$ cat src/rtl/rfc_pkg.sv
// ----------------------------------------------------------------------------
// rfc_pkg
// Shared types and constants for the random color fader.
// ----------------------------------------------------------------------------
package rfc_pkg;

  localparam int CHANNEL_BITS = 8;
  localparam int NUM_CHANNELS = 3;
  localparam int RAND_BITS    = 16;
  localparam int DELAY_BITS   = 24;
  localparam int BOUNDS_BITS  = 2 * CHANNEL_BITS;
  localparam int CFG_IDX_BITS = 3;
  localparam int CFG_DATA_BITS = DELAY_BITS;
  localparam int DIV_BITS     = RAND_BITS;
  localparam int DIV_CNT_BITS = $clog2(DIV_BITS);

  typedef logic [CHANNEL_BITS-1:0] chan_t;
  typedef logic signed [CHANNEL_BITS:0] step_t;
  typedef logic [BOUNDS_BITS-1:0] bounds_t;
  typedef logic [DELAY_BITS-1:0] delay_t;

  typedef enum logic [CFG_IDX_BITS-1:0] {
    REG_RED_BOUNDS   = 3'd0,
    REG_GREEN_BOUNDS = 3'd1,
    REG_BLUE_BOUNDS  = 3'd2,
    REG_STEP_DELAY   = 3'd3,
    REG_PAUSE_DELAY  = 3'd4,
    REG_STEP_COUNT   = 3'd5
  } reg_idx_t;

  typedef enum logic {
    OP_TICK = 1'b0,
    OP_SET  = 1'b1
  } opcode_t;

  typedef enum logic [2:0] {
    ST_IDLE,
    ST_TICK,
    ST_EMIT,
    ST_MOD,
    ST_PICK,
    ST_STEP,
    ST_DIV
  } state_t;

  // Per-lane command bundle from the sequencer.
  typedef struct packed {
    logic load_set;
    logic load_cand;
    logic mod_start;
    logic step_start;
    logic advance;
    logic last;
  } lane_cmd_t;

endpackage

$ cat src/rtl/rfc_div.sv
// ----------------------------------------------------------------------------
// rfc_div
// Restoring unsigned divider, one quotient bit per cycle.
// ----------------------------------------------------------------------------
module rfc_div import rfc_pkg::*; (
  input  logic                clk,
  input  logic                rst,
  input  logic                start,
  input  logic [DIV_BITS-1:0] dividend,
  input  chan_t               divisor,
  output logic                done,
  output logic [DIV_BITS-1:0] quot,
  output chan_t               rem
);

  logic                    busy;
  logic [DIV_CNT_BITS-1:0] cnt;
  chan_t                   dsr;
  logic [CHANNEL_BITS:0]   trial;
  logic [CHANNEL_BITS:0]   trial_sub;
  logic                    ge;

  assign trial     = {rem, quot[DIV_BITS-1]};
  assign ge        = trial >= {1'b0, dsr};
  assign trial_sub = trial - {1'b0, dsr};

  always_ff @(posedge clk) begin
    if (rst) begin
      busy <= 1'b0;
      done <= 1'b0;
      cnt  <= '0;
    end else begin
      done <= 1'b0;
      if (start) begin
        busy <= 1'b1;
        cnt  <= '0;
      end else if (busy) begin
        cnt <= cnt + 1'b1;
        if (cnt == DIV_CNT_BITS'(DIV_BITS - 1)) begin
          busy <= 1'b0;
          done <= 1'b1;
        end
      end
    end
  end

  always_ff @(posedge clk) begin
    if (start) begin
      quot <= dividend;
      rem  <= '0;
      dsr  <= divisor;
    end else if (busy) begin
      quot <= {quot[DIV_BITS-2:0], ge};
      rem  <= ge ? trial_sub[CHANNEL_BITS-1:0] : trial[CHANNEL_BITS-1:0];
    end
  end

endmodule

$ cat src/rtl/rfc_lane.sv
// ----------------------------------------------------------------------------
// rfc_lane
// One color channel: current/target/step state, random draw with snapping,
// per-step divide and the fade advance.
// ----------------------------------------------------------------------------
module rfc_lane import rfc_pkg::*; (
  input  logic                 clk,
  input  logic                 rst,
  input  lane_cmd_t            cmd,
  input  chan_t                set_val,
  input  logic [RAND_BITS-1:0] rand_word,
  input  bounds_t              bounds,
  input  chan_t                n_eff,
  output logic                 done,
  output chan_t                current,
  output chan_t                target,
  output chan_t                cand,
  output chan_t                adv
);

  localparam int NUM_EDGES = 5;
  localparam chan_t EDGE_LEVELS [NUM_EDGES] = '{
    chan_t'(0), chan_t'(63), chan_t'(127), chan_t'(191), chan_t'(255)
  };

  function automatic chan_t chan_dist(chan_t a, chan_t b);
    return (a > b) ? chan_t'(a - b) : chan_t'(b - a);
  endfunction

  // Nearest of lo, hi, then the edge levels; earlier candidates win ties.
  function automatic chan_t snap_level(chan_t pick, chan_t lo, chan_t hi);
    chan_t best;
    chan_t bestd;
    chan_t d;
    best  = lo;
    bestd = chan_dist(pick, lo);
    d     = chan_dist(pick, hi);
    if (d < bestd) begin
      best  = hi;
      bestd = d;
    end
    for (int i = 0; i < NUM_EDGES; i++) begin
      d = chan_dist(pick, EDGE_LEVELS[i]);
      if (d < bestd) begin
        best  = EDGE_LEVELS[i];
        bestd = d;
      end
    end
    return best;
  endfunction

  step_t                 step;
  logic                  mode_mod;
  logic                  neg;
  chan_t                 lo;
  chan_t                 hi;
  chan_t                 span;
  chan_t                 pick;
  logic [CHANNEL_BITS:0] diff;
  chan_t                 mag;
  logic                  div_start;
  logic [DIV_BITS-1:0]   div_dividend;
  chan_t                 div_divisor;
  logic [DIV_BITS-1:0]   quot;
  chan_t                 rem;
  logic signed [CHANNEL_BITS+1:0] sum;

  assign lo   = bounds[CHANNEL_BITS-1:0];
  assign hi   = bounds[BOUNDS_BITS-1:CHANNEL_BITS];
  assign span = chan_t'(hi - lo);
  assign pick = (hi > lo) ? chan_t'(lo + rem) : lo;

  assign diff = {1'b0, target} - {1'b0, current};
  assign mag  = diff[CHANNEL_BITS] ? chan_t'(-diff) : diff[CHANNEL_BITS-1:0];

  assign div_start    = cmd.mod_start | cmd.step_start;
  assign div_dividend = cmd.mod_start ? rand_word : DIV_BITS'(mag);
  assign div_divisor  = cmd.mod_start ? span : n_eff;

  rfc_div u_div (
    .clk      (clk),
    .rst      (rst),
    .start    (div_start),
    .dividend (div_dividend),
    .divisor  (div_divisor),
    .done     (done),
    .quot     (quot),
    .rem      (rem)
  );

  // Fade advance with clamp to the channel range; the last step lands on the target.
  assign sum = $signed({2'b00, current}) + $signed({step[CHANNEL_BITS], step});
  always_comb begin
    if (cmd.last) begin
      adv = target;
    end else if (sum < 0) begin
      adv = '0;
    end else if (sum > $signed({2'b00, {CHANNEL_BITS{1'b1}}})) begin
      adv = '1;
    end else begin
      adv = sum[CHANNEL_BITS-1:0];
    end
  end

  always_ff @(posedge clk) begin
    if (rst) begin
      current  <= '0;
      target   <= '0;
      step     <= '0;
      mode_mod <= 1'b0;
    end else begin
      if (cmd.mod_start) begin
        mode_mod <= 1'b1;
      end else if (cmd.step_start) begin
        mode_mod <= 1'b0;
      end
      if (cmd.load_set) begin
        target <= set_val;
      end else if (cmd.load_cand) begin
        target <= cand;
      end
      if (cmd.advance) begin
        current <= adv;
      end
      if (done && !mode_mod) begin
        step <= neg ? -step_t'({1'b0, quot[CHANNEL_BITS-1:0]})
                    : step_t'({1'b0, quot[CHANNEL_BITS-1:0]});
      end
    end
  end

  always_ff @(posedge clk) begin
    if (cmd.step_start) begin
      neg <= diff[CHANNEL_BITS];
    end
    if (done && mode_mod) begin
      cand <= snap_level(pick, lo, hi);
    end
  end

endmodule

$ cat src/rtl/random_color_fader.sv
// ----------------------------------------------------------------------------
// random_color_fader
// RGB fader: steps a color toward a target on millisecond ticks and draws
// new random targets once a fade is done and the pause has elapsed.
// ----------------------------------------------------------------------------
// Usage:
//   Input channel (in_valid/in_ready) carries one item: a millisecond tick
//   (opcode 0, with three random words) or a set-color command (opcode 1).
//   Output channel (out_valid/out_ready) carries the newly shown color for
//   each tick that makes a fade step; other items give no output.
//   Configuration is written through cfg_write/cfg_index/cfg_data while idle.
// Processing, one item at a time:
//   tick with no action      TICK, then back to IDLE
//   tick with a fade step    TICK, then EMIT, which registers the color out
//   set color                STEP, then one divider pass in DIV
//   tick with a random draw  TICK, MOD, PICK, STEP, DIV (two passes of each
//                            lane's shift-subtract divider: modulo, then step),
//                            ending at PICK when a gray or unchanged draw is dropped
//   The three channels run in their own lanes in lockstep.
// Reset clears color, target, steps, counters and loads default registers.
// A stalled receiver holds the output register; items that do not step the
// color keep flowing, a stepping tick waits until the output is free.
// ----------------------------------------------------------------------------
module random_color_fader import rfc_pkg::*; (
  input  logic                     clk,
  input  logic                     rst,
  input  logic                     in_valid,
  output logic                     in_ready,
  input  logic                     opcode,
  input  chan_t                    set_red,
  input  chan_t                    set_green,
  input  chan_t                    set_blue,
  input  logic [RAND_BITS-1:0]     rand_red,
  input  logic [RAND_BITS-1:0]     rand_green,
  input  logic [RAND_BITS-1:0]     rand_blue,
  output logic                     out_valid,
  input  logic                     out_ready,
  output chan_t                    out_red,
  output chan_t                    out_green,
  output chan_t                    out_blue,
  input  logic                     cfg_write,
  input  logic [CFG_IDX_BITS-1:0]  cfg_index,
  input  logic [CFG_DATA_BITS-1:0] cfg_data
);

  bounds_t red_bounds;
  bounds_t green_bounds;
  bounds_t blue_bounds;
  delay_t  step_delay;
  delay_t  pause_delay;
  chan_t   step_count;

  state_t  state;
  state_t  state_next;
  chan_t   step_index;
  delay_t  elapsed;

  logic [RAND_BITS-1:0] rand_q [NUM_CHANNELS];
  chan_t   set_val   [NUM_CHANNELS];
  bounds_t lane_bnd  [NUM_CHANNELS];
  logic    lane_done [NUM_CHANNELS];
  chan_t   lane_cur  [NUM_CHANNELS];
  chan_t   lane_tgt  [NUM_CHANNELS];
  chan_t   lane_cand [NUM_CHANNELS];
  chan_t   lane_adv  [NUM_CHANNELS];

  lane_cmd_t cmd;
  chan_t     n_eff;
  logic      fading;
  logic      last;
  logic      same;
  logic      unchanged;
  logic      gray;
  logic      elapsed_clr;
  logic      elapsed_inc;
  logic      emit_go;
  logic      idx_load;
  logic      in_acc;

  assign n_eff  = (step_count == '0) ? chan_t'(1) : step_count;
  assign fading = step_index < n_eff;
  assign last   = step_index == chan_t'(n_eff - 1'b1);
  assign in_ready = state == ST_IDLE;
  assign in_acc   = in_valid && in_ready;

  assign set_val[0]  = set_red;
  assign set_val[1]  = set_green;
  assign set_val[2]  = set_blue;
  assign lane_bnd[0] = red_bounds;
  assign lane_bnd[1] = green_bounds;
  assign lane_bnd[2] = blue_bounds;

  // Merge stage: compare what the lanes hold.
  assign same = (lane_tgt[0] == lane_cur[0]) && (lane_tgt[1] == lane_cur[1]) &&
                (lane_tgt[2] == lane_cur[2]);
  assign unchanged = (lane_cand[0] == lane_cur[0]) && (lane_cand[1] == lane_cur[1]) &&
                     (lane_cand[2] == lane_cur[2]);
  assign gray = (lane_cand[0] == lane_cand[1]) && (lane_cand[0] == lane_cand[2]);

  for (genvar c = 0; c < NUM_CHANNELS; c++) begin : g_lane
    rfc_lane u_lane (
      .clk       (clk),
      .rst       (rst),
      .cmd       (cmd),
      .set_val   (set_val[c]),
      .rand_word (rand_q[c]),
      .bounds    (lane_bnd[c]),
      .n_eff     (n_eff),
      .done      (lane_done[c]),
      .current   (lane_cur[c]),
      .target    (lane_tgt[c]),
      .cand      (lane_cand[c]),
      .adv       (lane_adv[c])
    );
  end

  // Configuration registers
  always_ff @(posedge clk) begin
    if (rst) begin
      red_bounds   <= bounds_t'(16'hFF00);
      green_bounds <= bounds_t'(16'hFF00);
      blue_bounds  <= bounds_t'(16'hFF00);
      step_delay   <= '0;
      pause_delay  <= '0;
      step_count   <= chan_t'(10);
    end else if (cfg_write) begin
      unique case (reg_idx_t'(cfg_index))
        REG_RED_BOUNDS:   red_bounds   <= cfg_data[BOUNDS_BITS-1:0];
        REG_GREEN_BOUNDS: green_bounds <= cfg_data[BOUNDS_BITS-1:0];
        REG_BLUE_BOUNDS:  blue_bounds  <= cfg_data[BOUNDS_BITS-1:0];
        REG_STEP_DELAY:   step_delay   <= cfg_data[DELAY_BITS-1:0];
        REG_PAUSE_DELAY:  pause_delay  <= cfg_data[DELAY_BITS-1:0];
        REG_STEP_COUNT:   step_count   <= cfg_data[CHANNEL_BITS-1:0];
        default: ;
      endcase
    end
  end

  always_ff @(posedge clk) begin
    if (rst) begin
      state <= ST_IDLE;
    end else begin
      state <= state_next;
    end
  end

  always_comb begin
    state_next  = state;
    cmd         = '0;
    cmd.last    = last;
    elapsed_clr = 1'b0;
    elapsed_inc = 1'b0;
    emit_go     = 1'b0;
    idx_load    = 1'b0;
    unique case (state)
      ST_IDLE: begin
        if (in_valid) begin
          if (opcode_t'(opcode) == OP_SET) begin
            cmd.load_set = 1'b1;
            elapsed_clr  = 1'b1;
            state_next   = ST_STEP;
          end else begin
            elapsed_inc = 1'b1;
            state_next  = ST_TICK;
          end
        end
      end
      ST_TICK: begin
        if (fading) begin
          state_next = (elapsed >= step_delay) ? ST_EMIT : ST_IDLE;
        end else if (elapsed >= pause_delay) begin
          cmd.mod_start = 1'b1;
          state_next    = ST_MOD;
        end else begin
          state_next = ST_IDLE;
        end
      end
      ST_EMIT: begin
        if (!out_valid || out_ready) begin
          emit_go     = 1'b1;
          cmd.advance = 1'b1;
          elapsed_clr = 1'b1;
          state_next  = ST_IDLE;
        end
      end
      ST_MOD: begin
        if (lane_done[0]) begin
          state_next = ST_PICK;
        end
      end
      ST_PICK: begin
        // gray or unchanged draws are dropped and retried on the next tick
        if (unchanged || gray) begin
          state_next = ST_IDLE;
        end else begin
          cmd.load_cand = 1'b1;
          elapsed_clr   = 1'b1;
          state_next    = ST_STEP;
        end
      end
      ST_STEP: begin
        cmd.step_start = 1'b1;
        idx_load       = 1'b1;
        state_next     = ST_DIV;
      end
      ST_DIV: begin
        if (lane_done[0]) begin
          state_next = ST_IDLE;
        end
      end
      default: state_next = ST_IDLE;
    endcase
  end

  always_ff @(posedge clk) begin
    if (rst) begin
      step_index <= '0;
      elapsed    <= '0;
      out_valid  <= 1'b0;
    end else begin
      if (emit_go) begin
        step_index <= step_index + 1'b1;
      end else if (idx_load) begin
        step_index <= same ? n_eff : '0;
      end
      if (elapsed_clr) begin
        elapsed <= '0;
      end else if (elapsed_inc && (elapsed != '1)) begin
        elapsed <= elapsed + 1'b1;
      end
      if (emit_go) begin
        out_valid <= 1'b1;
      end else if (out_ready) begin
        out_valid <= 1'b0;
      end
    end
  end

  always_ff @(posedge clk) begin
    if (in_acc) begin
      rand_q[0] <= rand_red;
      rand_q[1] <= rand_green;
      rand_q[2] <= rand_blue;
    end
    if (emit_go) begin
      out_red   <= lane_adv[0];
      out_green <= lane_adv[1];
      out_blue  <= lane_adv[2];
    end
  end

  // Lanes run in lockstep, so their dividers finish together.
  a_lanes_lockstep: assert property (@(posedge clk) disable iff (rst)
    (lane_done[0] == lane_done[1]) && (lane_done[1] == lane_done[2]))
    else $error("lane dividers out of step");

  // A fade step is only shown while a fade is in progress.
  a_emit_fading: assert property (@(posedge clk) disable iff (rst)
    emit_go |-> fading)
    else $error("fade step outside a fade");

  // A shown step lands in the output register on the next edge.
  a_emit_out: assert property (@(posedge clk) disable iff (rst)
    emit_go |=> out_valid && (out_red == $past(lane_adv[0])))
    else $error("fade step not presented");

  // Draws only start once the fade is over.
  a_draw_idle: assert property (@(posedge clk) disable iff (rst)
    cmd.mod_start |-> !fading)
    else $error("draw during fade");

endmodule
$ cat config.mk
export PLATFORM = sky130hd
export DESIGN_NAME = random_color_fader
export DESIGN_NICKNAME = d
export VERILOG_FILES = /design/src/rtl/rfc_pkg.sv /design/src/rtl/rfc_div.sv /design/src/rtl/rfc_lane.sv /design/src/rtl/random_color_fader.sv
export SDC_FILE = /design/constraint.sdc
export NUM_CORES = 2
export LEC_CHECK = 0
export BUFFER_PORTS_ARGS = -buffer_cell sky130_fd_sc_hd__buf_2
export CAP_MARGIN = 20
export CORE_ASPECT_RATIO = 1.5
export CORE_MARGIN = 5
export CORE_UTILIZATION = 31
export CTS_CLUSTER_DIAMETER = 100
export CTS_CLUSTER_SIZE = 25
export DETAILED_ROUTE_END_ITERATION = 10
export GPL_TIMING_DRIVEN = 0
export PLACE_DENSITY_LB_ADDON = 0.08
export RECOVER_POWER = 50
export REMOVE_ABC_BUFFERS = 1
export SLEW_MARGIN = 20
export SYNTH_ARGS = -nofsm -noshare
export SYNTH_HDL_FRONTEND = slang
export SYNTH_HIERARCHICAL = 1
export SYNTH_SLANG_ARGS = --single-unit
$ cat constraint.sdc
create_clock -name clk -period 33.7 [get_ports clk]
set_input_delay 10.11 -clock clk [delete_from_list [all_inputs] [get_ports clk]]
set_output_delay 10.11 -clock clk [all_outputs]
set_load 0.05 [all_outputs]
=== After elaboration in Yosys (flattened, before gate mapping) ===
Memories as Yosys holds them, arrays and structs flattened.
Index checks and enable logic that the tools add are counted.

* Flip-flop bits (word level): 381
* Memories kept: 1
* Output and inout bits: 26
* Logic and storage cells: 403
* Bits in writable memories: 48
* Input bits: 105

* Bitwise gates (word level): 4
* Mux-type cells: 152
* Magnitude comparators: 54
* Eq/ne operators: 28
* $add $sub $neg: 66
* Reductions and logical operators: 45

{| class="wikitable"
|+ Memory list
! name !! words !! width !! rd ports !! clocked after memory_dff !! write ports !! RTL line !! source
|-
| rand_q || 3 || 16 || 3 || 0 || 3 || random_color_fader.sv:58 || <nowiki>logic [RAND_BITS-1:0] rand_q [NUM_CHANNELS];</nowiki>
|}

{| class="wikitable"
|+ Operators by type and width
! kind !! count
|-
| $mux 8 || 94
|-
| $lt 8x8->1 || 19
|-
| $mux 16 || 9
|-
| $sub 8x8->8 || 18
|-
| $eq 8x8->1 || 9
|-
| $gt 8x8->1 || 9
|-
| $ge 24x24->1 || 2
|-
| $gt 8x8->1 const B || 6
|-
| $sub 8x8->8 const A || 6
|-
| $sub 8x8->8 const B || 6
|-
| $mux 1 || 32
|-
| $add 9x9->10 || 3
|-
| $gt 10x9->1 const B || 3
|-
| $lt 10x1->1 const B || 3
|-
| $ge 9x8->1 || 3
|-
| $mux 9 || 3
|-
| $neg 8->9 || 3
|-
| $sub 8x8->9 || 3
|-
| $add 24x1->24 const B || 1
|-
| $add 8x8->8 || 3
|-
| $gt 8x1->1 const B || 3
|-
| $gt 8x6->1 const B || 3
|-
| $gt 8x7->1 const B || 3
|-
| $ne 24x24->1 const B || 1
|-
| 33 further kinds || 104
|}

=== Logic depth before layout (Yosys ltp) ===
* Word-level depth: 21
* Gate-level depth with buffers: 81
* Mapped depth without buffers: 75

=== Hierarchy ===
The synthesis kept the hierarchy.

{| class="wikitable"
|+ Modules (own cells, without submodules)
! module !! area each (sq um) !! sequential area each (sq um) !! times used !! cells an instance
|-
| random_color_fader || 9972.1 || 4964.8 || 1 || 1086
|-
| rfc_lane at g_lane[2].u_lane || 7035.5 || 790.8 || 1 || 908
|-
| rfc_lane at g_lane[1].u_lane || 6969.2 || 790.8 || 1 || 907
|-
| rfc_lane at g_lane[0].u_lane || 6785.3 || 790.8 || 1 || 886
|-
| rfc_div at g_lane[0].u_lane.u_div ... || 1993.2 || 1001.0 || 2 || 179
|-
| rfc_div at g_lane[2].u_lane.u_div || 2013.2 || 1001.0 || 1 || 180
|}

=== Worst setup path after synthesis ===
No wires, ideal clock.

* Path kind: flip-flop to flip-flop
* Start: register blue_bounds[2]
* End: register g_lane[2].u_lane.cand[0] (data pin)
* Data arrival time: 14604 ps
* Cell stages (with the launch flop): 69
* Setup slack: 18823 ps
* Clock period less this slack: 14877 ps
* Library setup time: 274 ps
* Buffers on the path: 6
* Data required time: 33426 ps
* Path through: dfxtp_1 inv_1 ha_1 nor2b_1 o31a_1 o211ai_2 buf_2 mux2i_1 inv_1 fa_1 nand3b_1 a21o_1 a21oi_2 mux2_2 or4b_2 nand3_1 ha_1 a21o_1 [... 33 more ...] ha_1 a21o_1 a21o_1 a21oi_1 o21a_1 nand2_1 nor2_1 a32o_1 buf_2 nor2_1 a221oi_1 ha_1 o21ai_0 nand2b_1 a21oi_1 o21a_1 nor4b_4 o21ai_0

* Longest elaborated chain between the ends: 21
* Elaborated cells on any way between the ends: 49
* Those cells by class: 14 x add/sub; 14 x order compare; 20 x mux; 1 x reduce/logical

{| class="wikitable"
|+ Ends and longest elaborated chain
! item !! RTL line !! source
|-
| from (decl) || random_color_fader.sv:48 || <nowiki>bounds_t blue_bounds;</nowiki>
|-
| from (signal assigned) || random_color_fader.sv:122 || <nowiki>blue_bounds <= bounds_t'(16'hFF00);</nowiki>
|-
| from (signal assigned) || random_color_fader.sv:130 || <nowiki>REG_BLUE_BOUNDS: blue_bounds <= cfg_data[BOUNDS_BITS-1:0];</nowiki>
|-
| $add 8x8->8 / $gt 8x8->1 (equally long branches) || rfc_lane.sv:71 || <nowiki>assign pick = (hi > lo) ? chan_t'(lo + rem) : lo;</nowiki>
|-
| $mux 8 || rfc_lane.sv:71 ||
|-
| $sub 8x8->8 / $gt 8x8->1 (equally long branches) || rfc_lane.sv:27 || <nowiki>return (a > b) ? chan_t'(a - b) : chan_t'(b - a);</nowiki>
|-
| $mux 8 || rfc_lane.sv:27 ||
|-
| $lt 8x8->1 || rfc_lane.sv:38 || <nowiki>if (d < bestd) begin</nowiki>
|-
| $mux 8 || rfc_lane.sv:38 ||
|-
| $mux 8 || rfc_lane.sv:136 || <nowiki>if (done && mode_mod) begin</nowiki>
|-
| $lt 8x8->1 || rfc_lane.sv:44 || <nowiki>if (d < bestd) begin</nowiki>
|-
| [... 5 more ...] || - ||
|-
| $lt 8x8->1 || rfc_lane.sv:44 ||
|-
| $mux 8 || rfc_lane.sv:44 ||
|-
| $mux 8 || rfc_lane.sv:136 ||
|-
| $lt 8x8->1 || rfc_lane.sv:44 ||
|-
| $mux 8 || rfc_lane.sv:44 ||
|-
| $mux 8 || rfc_lane.sv:136 ||
|-
| $lt 8x8->1 || rfc_lane.sv:44 ||
|-
| $reduce_or 4->1 (no source line) || - ||
|-
| to (signal assigned) || rfc_lane.sv:137 || <nowiki>cand <= snap_level(pick, lo, hi);</nowiki>
|-
| to (decl) || rfc_lane.sv:17 || <nowiki>output chan_t cand,</nowiki>
|}

Parallel ways exist; a longest one is shown, timed or not. The select of a mux whose other input is x is not followed.
A chain may end at the register's enable or synchronous reset.

=== Worst setup path in the final report ===
* Start: register red_bounds[2]
* End: register g_lane[0].u_lane.cand[5] (data pin)

* Longest elaborated chain between the ends: 21
* Elaborated cells on any way between the ends: 49
* Those cells by class: 14 x add/sub; 14 x order compare; 20 x mux; 1 x reduce/logical

{| class="wikitable"
|+ Ends and longest elaborated chain
! item !! RTL line !! source
|-
| from (decl) || random_color_fader.sv:46 || <nowiki>bounds_t red_bounds;</nowiki>
|-
| from (signal assigned) || random_color_fader.sv:120 || <nowiki>red_bounds <= bounds_t'(16'hFF00);</nowiki>
|-
| from (signal assigned) || random_color_fader.sv:128 || <nowiki>REG_RED_BOUNDS: red_bounds <= cfg_data[BOUNDS_BITS-1:0];</nowiki>
|-
| $add 8x8->8 / $gt 8x8->1 (equally long branches) || rfc_lane.sv:71 ||
|-
| $mux 8 || rfc_lane.sv:71 ||
|-
| $sub 8x8->8 / $gt 8x8->1 (equally long branches) || rfc_lane.sv:27 ||
|-
| $mux 8 || rfc_lane.sv:27 ||
|-
| $lt 8x8->1 || rfc_lane.sv:38 ||
|-
| $mux 8 || rfc_lane.sv:38 ||
|-
| $mux 8 || rfc_lane.sv:136 ||
|-
| $lt 8x8->1 || rfc_lane.sv:44 ||
|-
| [... 5 more ...] || - ||
|-
| $lt 8x8->1 || rfc_lane.sv:44 ||
|-
| $mux 8 || rfc_lane.sv:44 ||
|-
| $mux 8 || rfc_lane.sv:136 ||
|-
| $lt 8x8->1 || rfc_lane.sv:44 ||
|-
| $mux 8 || rfc_lane.sv:44 ||
|-
| $mux 8 || rfc_lane.sv:136 ||
|-
| $lt 8x8->1 || rfc_lane.sv:44 ||
|-
| $reduce_or 4->1 (no source line) || - ||
|-
| to (signal assigned) || rfc_lane.sv:137 ||
|-
| to (decl) || rfc_lane.sv:17 ||
|}

Parallel ways exist; a longest one is shown, timed or not. The select of a mux whose other input is x is not followed.

==> flow_summary.json <==
{
  "rsz0062_at_grt": "no",
  "violations": "max-capacitance violations, max-slew violations",
  "use_met1_pct": 22.0,
  "synth_area_leaders": "dfxtp_1 14%, ha_1 14%, edfxtp_1 14%",
  "path_common_cell": "a21oi_1",
  "cts_tree": "done",
  "ys_async_sr_fraction_pct": 0,
  "synth_top_area_cell": "dfxtp_1",
  "die_w_um": 291,
  "grt_pass1_wl_um": 184000,
  "syn2layout_area_growth_pct": 7.72,
  "hold_end": "step_delay[4]",
  "port-buffer-count": 130,
  "clkSinkCount": 431,
  "gr-usage-met2_pct": 34.9,
  "clk_latency_ps": 590,
  "cts_buffers": 23,
  "core-area_um2": 118000,
  "netlist_instances": 4325,
  "path_clk_slew_ps": 110,
  "cp.required_ps": 34040,
  "grt_max_degree": 114,
  "antenna_found_initial": 6,
  "worst_pin_slew_ps": 5070,
  "skew_ps": 32.9,
  "fin_crit_sh_pct": 60.2,
  "setup_tns_ps": 0,
  "yosys_most_used_dff": "dfxtp_1",
  "rrSetupSlack_ps": 13420,
  "yosys_register_bits": 431,
  "htreeDepth": 1,
  "fp.dieH_um": 432,
  "min_period_ps": 20280,
  "path_max_fanout": 23,
  "hold_buffers": 0,
  "antenna_left": 0,
  "post-cts-setup-buffer-count": 0,
  "yosys_warnings": 6,
  "r2r_start": "red_bounds[2]",
  "dieArea_um2": 126000,
  "synth_area_per_cell_um2": 8.50,
  "num_vias": 30586,
  "cts_root_buffer": "clkbuf_16",
  "hpwlAfterDp_um": 95900,
  "hold_viol": 0,
  "post_cts_resized": 0,
  "route.detailed.drc": 0,
  "drive_gt1_share_pct": 9.16,
  "drtPass1Iterations": 5,
  "slowest_stage": "and2_1",
  "wl_um": 121000,
  "ff2ff_path_depth": 70,
  "slew_headroom_pct": -238,
  "start_util_pct": 31.2,
  "synth-seq-area-share_pct": 28.1,
  "boundaryPins": 131,
  "grt_overflow": 0,
  "fillers": 12447,
  "fmax_mhz": 49.3,
  "status": "finished with violations",
  "grt_busiest_layer": "met2",
  "via_per_inst": 5.18,
  "row_count": 154,
  "drt_iter0_markers": 1544,
  "crit_start": "red_bounds[2]",
  "mappedNetlistArea_um2": 36800,
  "nets": 4877,
  "synth_top_area_share_pct": 14.2,
  "slowest_delay_ps": 860,
  "critPathCaptureType": "register",
  "holdPathStages": 2,
  "maxCapViolCount": 4,
  "arrival_ps": 20620,
  "place.gp.congestion": 0.865,
  "slew_violations": 223,
  "track_usage_pct": 18.4,
  "worstSetupStartpointType": "register",
  "grt_pass1_vias": 30403,
  "min-delay-start": "step_delay[4]",
  "rr_endpoint": "g_lane[0].u_lane/cand[5]",
  "cts_max_path_buffers": 3,
  "ys_types": 123,
  "synth_edf_count": 171,
  "use_met3_pct": 1.23,
  "worstSetupPathType": "reg2reg",
  "hold_path_class": "reg2reg",
  "setup_viol": 0,
  "wire_per_inst_um": 20.5
}
-- routing by layer --
layer,part of all wire [%],vias to the layer above
met5,0.012,-
met4,3.6,4
met3,2.4,163
met2,52,494
met1,42,14561
li1,-,15364
-- synth_stat cells (10+ instances only) --
master and instances:
xor2_1 88, xnor2_1 189, o31a_1 11, mux2_2 114
o21bai_1 35, or3_1 19, nand3_1 65, nand2b_1 43
nand4_1 52, o22ai_1 11, a311oi_1 29, buf_6 10
ha_1 413, or2_2 20, a211oi_1 51, a31oi_1 25
and2_1 54, o31ai_1 28, nand3b_1 48, a21oi_1 336
nor4_1 13, and3_1 36, nor2_2 13, nor2b_1 62
o21a_1 45, clkbuf_1 107, dfxtp_1 260, nor3_1 55
fa_1 27, a221oi_1 12, buf_1 13, nor3b_1 10
o21ai_0 172, inv_1 317, o211ai_1 35, o211a_1 16
a21o_1 89, edfxtp_1 171, buf_2 30, nand2_1 479
nor2_1 372, mux2i_1 101, o21ai_1 23
-- flip-flops by register name, indices dropped and copies added (netlist names), 24 cells and up --
name                      flops
g_lane.u_lane/u_div/quot     48
rand_q                       48
g_lane.u_lane/step           27
elapsed                      24
g_lane.u_lane/cand           24
g_lane.u_lane/current        24
g_lane.u_lane/target         24
g_lane.u_lane/u_div/dsr      24
g_lane.u_lane/u_div/rem      24
pause_delay                  24
step_delay                   24
-- stage by stage --
stage                     utilization [%]  area [µm²]  cells  setup WS, ps  hold slack, ps
final                                33.6       39600   5908         13420             460
after floorplan                         -       36000   4158         18270             430
after global routing                 33.6       39600   5905         12160             482
after CTS                            33.7       39700   5904         13420             463
after detailed placement             33.1       39000   5866         13480             447
after global placement               32.8       38600   5848         13230             443
-- worst max path at each step --
stage,to,slack (ps),cells after the start
after global routing,g_lane[0].u_lane/cand[5],12160,69
after global placement,g_lane[2].u_lane/cand[0],13230,61
after detailed placement,g_lane[0].u_lane/cand[2],13480,69
after CTS,g_lane[0].u_lane/cand[2],13420,69
final,g_lane[0].u_lane/cand[5],13420,70
after floorplan,g_lane[2].u_lane/cand[0],18270,62
-- critical path: cells and delay by family (launching register included) --
kind	cells	cell delay, ps
AO/OA/AOI/OAI	35	9860
XOR/XNOR	1	250
AND/OR/NAND/NOR	19	4360
buffers and inverters	4	910
flip-flops	1	660
adder cells (fa/ha/maj)	8	2730
multiplexers	3	1230
-- final cells by class --
type	count	area, µm²	share of cell area [%]
Clock inverter	5	80.1	0.202
Multi-Input combinational cell	3403	24500	61.8
Tap cell	1560	1950	4.93
Sequential cell	431	10300	26.1
Antenna cell	3	7.51	0.0190
Timing Repair Buffer	149	857	2.16
Inverter	324	1220	3.08
Clock buffer	33	656	1.66
-- cells in the final DEF (no fill, tap or decap), drive strengths merged, types with 28 or more instances in the layout --
| cell | count |
|---|---|
| nand2 | 482 |
| ha | 413 |
| nor2 | 386 |
| a21oi | 341 |
| inv | 322 |
| dfxtp | 260 |
| o21ai | 201 |
| xnor2 | 191 |
| edfxtp | 171 |
| buf | 139 |
| mux2 | 120 |
| mux2i | 101 |
| a21o | 89 |
| xor2 | 88 |
| nand3 | 66 |
| nor2b | 62 |
| nor3 | 55 |
| and2 | 55 |
| nand4 | 54 |
| a211oi | 54 |
| nand3b | 48 |
| o21a | 45 |
| nand2b | 43 |
| clkbuf | 42 |
| and3 | 39 |
| o211ai | 39 |
| o21bai | 35 |
| a311oi | 33 |
| or2 | 30 |
| o31ai | 28 |
-- cell families (layout without fill, tap and decap cells) --
kind of cell / after synthesis / after routing / synth area share (%)
AO/OA/AOI/OAI: 1057 / 1057 / 19.2
XOR/XNOR: 279 / 279 / 6.69
adder cells (fa/ha/maj): 440 / 440 / 15.5
buffers and inverters: 491 / 511 / 5.47
flip-flops: 431 / 431 / 28.1
multiplexers: 221 / 221 / 6.48
other: 0 / 3 / 0
AND/OR/NAND/NOR: 1406 / 1406 / 18.5
Power is not shown: default switching activity piles up to over one toggle a cycle in this logic, so the estimate is an artifact.
